[config.mk]
export PLATFORM = sky130hd
export DESIGN_NAME = bcwt_ctrl
export DESIGN_NICKNAME = d
export VERILOG_FILES = /design/src/sv/assert_macros.svh /design/src/sv/bcwt_pkg.sv /design/src/sv/bcwt_ctrl.sv
export SDC_FILE = /design/constraint.sdc
export NUM_CORES = 1
export LEC_CHECK = 0
export ABC_AREA = 1
export BUFFER_PORTS_ARGS = -buffer_cell sky130_fd_sc_hd__buf_4
export CAP_MARGIN = 10
export CORE_AREA = 2 2 39 41
export DETAILED_ROUTE_END_ITERATION = 7
export DIE_AREA = 0 0 41 43
export SYNTH_ARGS = -nofsm -noshare
export SYNTH_HDL_FRONTEND = slang
export SYNTH_SLANG_ARGS = --single-unit
[constraint.sdc]
create_clock -name i_clk -period 0.8 [get_ports i_clk]
set_input_delay 0.08 -clock i_clk [delete_from_list [all_inputs] [get_ports i_clk]]
set_output_delay 0.08 -clock i_clk [all_outputs]
set_load 0.1 [all_outputs]
[src/sv/assert_macros.svh]
// Assertion helpers for the RTL that checks itself.
`ifndef ASSERT_MACROS_SVH
`define ASSERT_MACROS_SVH

// Same-cycle implication, held off while reset is low.
`define AST_IMP(label, clk, rst_n, ante, cons, msg) \
    label: assert property (@(posedge clk) disable iff (!(rst_n)) (ante) |-> (cons)) \
        else $error(msg);

// Next-cycle implication, held off while reset is low.
`define AST_NEXT(label, clk, rst_n, ante, cons, msg) \
    label: assert property (@(posedge clk) disable iff (!(rst_n)) (ante) |=> (cons)) \
        else $error(msg);

`endif

[src/sv/bcwt_pkg.sv]
`default_nettype none

package bcwt_pkg;

    // Request type codes
    localparam logic [3:0] REQ_PIN      = 4'd0;
    localparam logic [3:0] REQ_UNPIN    = 4'd1;
    localparam logic [3:0] REQ_RECYCLE  = 4'd2;
    localparam logic [3:0] REQ_DISCARD  = 4'd3;
    localparam logic [3:0] REQ_EXCHANGE = 4'd4;
    localparam logic [3:0] REQ_CLEAR    = 4'd5;
    localparam logic [3:0] REQ_SET      = 4'd6;
    localparam logic [3:0] REQ_UPDATE   = 4'd7;
    localparam logic [3:0] REQ_SET_IF   = 4'd8;

    // Life status codes
    localparam logic [1:0] STAT_NORMAL    = 2'd0;
    localparam logic [1:0] STAT_RECYCLING = 2'd1;
    localparam logic [1:0] STAT_DISCARDED = 2'd2;

    // Error codes
    localparam logic [1:0] ERR_NONE      = 2'd0;
    localparam logic [1:0] ERR_UNPIN_ZERO = 2'd1;
    localparam logic [1:0] ERR_PIN_MAX   = 2'd2;

    typedef struct packed {
        logic [3:0]  req_type;
        logic [9:0]  slot;
        logic [1:0]  exp_status;
        logic [15:0] exp_ref_count;
        logic [15:0] exp_flags;
        logic [1:0]  new_status;
        logic [15:0] new_ref_count;
        logic [15:0] new_flags;
        logic [15:0] set_mask;
        logic [15:0] clear_mask;
        logic [15:0] cond_mask;
    } t_req;

    typedef struct packed {
        logic        success;
        logic [1:0]  old_status;
        logic [15:0] old_ref_count;
        logic [15:0] old_flags;
        logic [1:0]  error;
    } t_rsp;

    typedef enum logic [1:0] {
        S_CLEAR,
        S_IDLE,
        S_MODIFY
    } t_state;

    // Controller to datapath
    typedef struct packed {
        logic clr_step;   // zero one table entry
        logic accept;     // capture request, read its word
        logic commit;     // write back, load result register
    } t_dp_cmd;

    // Datapath to controller
    typedef struct packed {
        logic clr_last;   // clear pointer at the last entry
        logic out_busy;   // result register full and not drained this cycle
    } t_dp_sts;

endpackage

`default_nettype wire

[src/sv/bcwt_ctrl.sv]
`default_nettype none

module bcwt_ctrl (
    input  logic              i_clk,
    input  logic              i_rst_n,
    input  logic              i_req_valid,
    output logic              o_req_ready,
    input  bcwt_pkg::t_dp_sts i_sts,
    output bcwt_pkg::t_dp_cmd o_cmd
);
    import bcwt_pkg::*;

    t_state r_state;
    t_state n_state;

    always_ff @(posedge i_clk) begin
        if (!i_rst_n) begin
            r_state <= S_CLEAR;
        end else begin
            r_state <= n_state;
        end
    end

    always_comb begin
        n_state = r_state;
        case (r_state)
            S_CLEAR: begin
                if (i_sts.clr_last) begin
                    n_state = S_IDLE;
                end
            end
            S_IDLE: begin
                if (i_req_valid) begin
                    n_state = S_MODIFY;
                end
            end
            S_MODIFY: begin
                if (!i_sts.out_busy) begin
                    n_state = S_IDLE;
                end
            end
            default: begin
                n_state = S_CLEAR;
            end
        endcase
    end

    always_comb begin
        o_cmd       = '0;
        o_req_ready = 1'b0;
        case (r_state)
            S_CLEAR: begin
                o_cmd.clr_step = 1'b1;
            end
            S_IDLE: begin
                o_req_ready  = 1'b1;
                o_cmd.accept = i_req_valid;
            end
            S_MODIFY: begin
                o_cmd.commit = !i_sts.out_busy;
            end
            default: begin
            end
        endcase
    end

endmodule

`default_nettype wire

==> results.json <==
{
  "reg_top3": "r_state: 2 flops",
  "die_y_um": 43,
  "hp-class": "input port to register",
  "core_area_sq_um": 1384,
  "crit_fanout": 4,
  "rows": 14,
  "fin_crit_ns": 1.133,
  "endpoint_kind": "output pin",
  "p_seq_share_pct": 17.1,
  "grtUsageMet1_pct": 5.112,
  "grt_max_degree": 5,
  "pwr-share-comb_pct": 47.6,
  "drive_above_1_share_pct": 85.71,
  "cts_root_buf": "clkbuf_4",
  "rsz0062_at_grt": "true",
  "slew_headroom_pct": 88.71,
  "switching_share_pct": 40.16,
  "power.density_nw_per_um2": 1979,
  "cts_hold_buf": 0,
  "final_common_cell": "buf_4",
  "syn-instance-count": 18,
  "largest_reg_flops": 2,
  "hpwl_um": 266.4,
  "grt_util_met3_pct": 3.141,
  "place_ws_ns": -0.2033,
  "hold_violations": 0,
  "wl_um": 358,
  "vias": 175,
  "synthToLayoutAreaGrowth_pct": 190.1,
  "max-cap-violations": 0,
  "setup_tns_ns": -1.442,
  "drt_iter0_markers": 1,
  "arrival_ns": 1.05,
  "violations": "setup timing",
  "drv_slew": 0,
  "ys_warn_count": 0,
  "vias_per_cell": 3.431,
  "clk_latency_ns": 0.23,
  "fin_worst_skew_ns": 0.006829,
  "ant_nets": 0,
  "tritoncts": "done",
  "ir_worst_vdd_mv": 0.3134,
  "antennaDiodeCount": 0,
  "seq_area_sq_um": 47.55,
  "synth.cell_area_sq_um": 126.4,
  "leakagePower_nw": 0.1516,
  "gr-usage-met2_pct": 6.563,
  "drcViolationCount": 0,
  "yosysUniqueCellTypes": 12,
  "p_switching_mw": 0.2913,
  "fin_nets": 41,
  "gp_congestion": 0.5495,
  "nFillCells": 155,
  "die_x_um": 41,
  "initial_utilization_pct": 9.132,
  "layout_setup_ws_ns": -0.3327,
  "grt-busiest-layer": "met4",
  "dieArea_sq_um": 1763,
  "clockBufferDepth": 2,
  "path_clk_slew_ns": 0.04,
  "grt_usage_pct": 5.812,
  "multiInputGateArea_sq_um": 103.9,
  "finalSetupViolCount": 6,
  "overflow": 0,
  "cts_made_buffers": 3,
  "grt_pass1_vias": 174,
  "wl_per_cell_um": 7.020,
  "top_register": "r_state",
  "cts.sinks": 2,
  "fmax_mhz": 882.8,
  "syn-num-nets": 23,
  "dr.pass1.iters": 2,
  "worst_slew_pin_slew_ns": 0.1689,
  "io_buffer_count": 8,
  "ys_seq_area_share_pct": 31.68,
  "postSynthAreaPerCell_sq_um": 7.021,
  "synth-seq-cells": 2,
  "io_pins": 9,
  "cts_htree_levels": 1,
  "crit_path_start_kind": "register",
  "p_int_mw": 0.4341,
  "cp.required_ns": 0.72,
  "clkPwrFrac_pct": 35.3,
  "grt_pass1_wl_um": 579,
  "antenna_found_initial": 0,
  "final_cell_mix": "buf_4 (9), buf_12 (4), clkbuf_4 (3)",
  "status": "finished, violations left",
  "crit_type": "register to output pin",
  "post-route-period-util_pct": 141.6
}
[final timing paths]
check                                start         end  slack, ns  depth (start not counted)
worst max-delay path            r_state[0]    o_cmd[1]      -0.33                          5
worst min-delay path               i_rst_n  r_state[0]       0.08                          3
worst max register to register  r_state[1]  r_state[0]      -0.14                          6
worst min register to register  r_state[0]  r_state[0]       0.65                          4
[cell usage after synthesis]
cell	count	area share [%]
a21boi_1	1	5.9
clkinv_1	1	3.0
dfxtp_1	2	32
inv_1	2	5.9
inv_2	1	3.0
nand2_1	3	8.9
nand2_2	1	5.0
nand3_1	2	7.9
nand3b_1	1	5.9
nor2_2	2	9.9
nor2_4	1	8.9
nor3_1	1	4.0
[final cells by class]
cell class,instances,share of cell area (%)
flip-flops and latches,2,12.97
multi-input cells,12,28.33
inverters,4,5.802
clock buffers,4,7.167
well taps,16,5.461
repair buffers,13,40.27
[power by group through the flow]
stage | clock network, mW | registers (mW) | logic (mW)
2_1_floorplan | 0 | 0.131 | 0.192
3_3_place_gp | 0 | 0.126 | 0.261
3_5_place_dp | 0 | 0.126 | 0.262
4_1_cts | 0.272 | 0.124 | 0.337
5_1_grt | 0.274 | 0.126 | 0.363
6_report | 0.256 | 0.124 | 0.345
[metal layers]
layer  part of all wire [%]  vias to the layer above
met2                     52                        8
met4                    5.3                        0
met3                     11                        2
li1                       -                       92
met1                     31                       73
met5                      0                        -
[critical path: stages, from the launching register on]
cell	delay, ns
dfxtp_4	0.37
inv_4	0.04
nor2_4	0.08
nand2_2	0.08
clkinvlp_4	0.08
buf_12	0.16
[timing repair]
item,4_1_cts,5_1_grt
pin swaps,4,4
endpoints found under the setup margin,6,6
buffers inserted,2,1
resized for setup,17,2
[cell families (layout without fill, tap and decap cells)]
kind of cell	after synthesis	in the layout	share of synthesized area, %
DFF	2	2	31.68
and+or+nand+nor	11	11	50.49
AOI/OAI and AO/OA	1	1	5.943
buffers and inverters	4	21	11.88
[through the flow]
step	cells	instance area (sq um)	util, %	total power, mW	hold WS (ns)
detailed placement	44	247.7	17.90	0.3887	0.3283
global route	51	366.6	26.49	0.7619	0.09547
global placement	44	247.7	17.90	0.3875	0.3126
CTS	50	350.3	25.32	0.7338	0.08032
floorplan	18	152.6	-	0.3231	0.2054
finish	51	366.6	26.49	0.7254	0.08204
(Power assumes the default switching activity.)
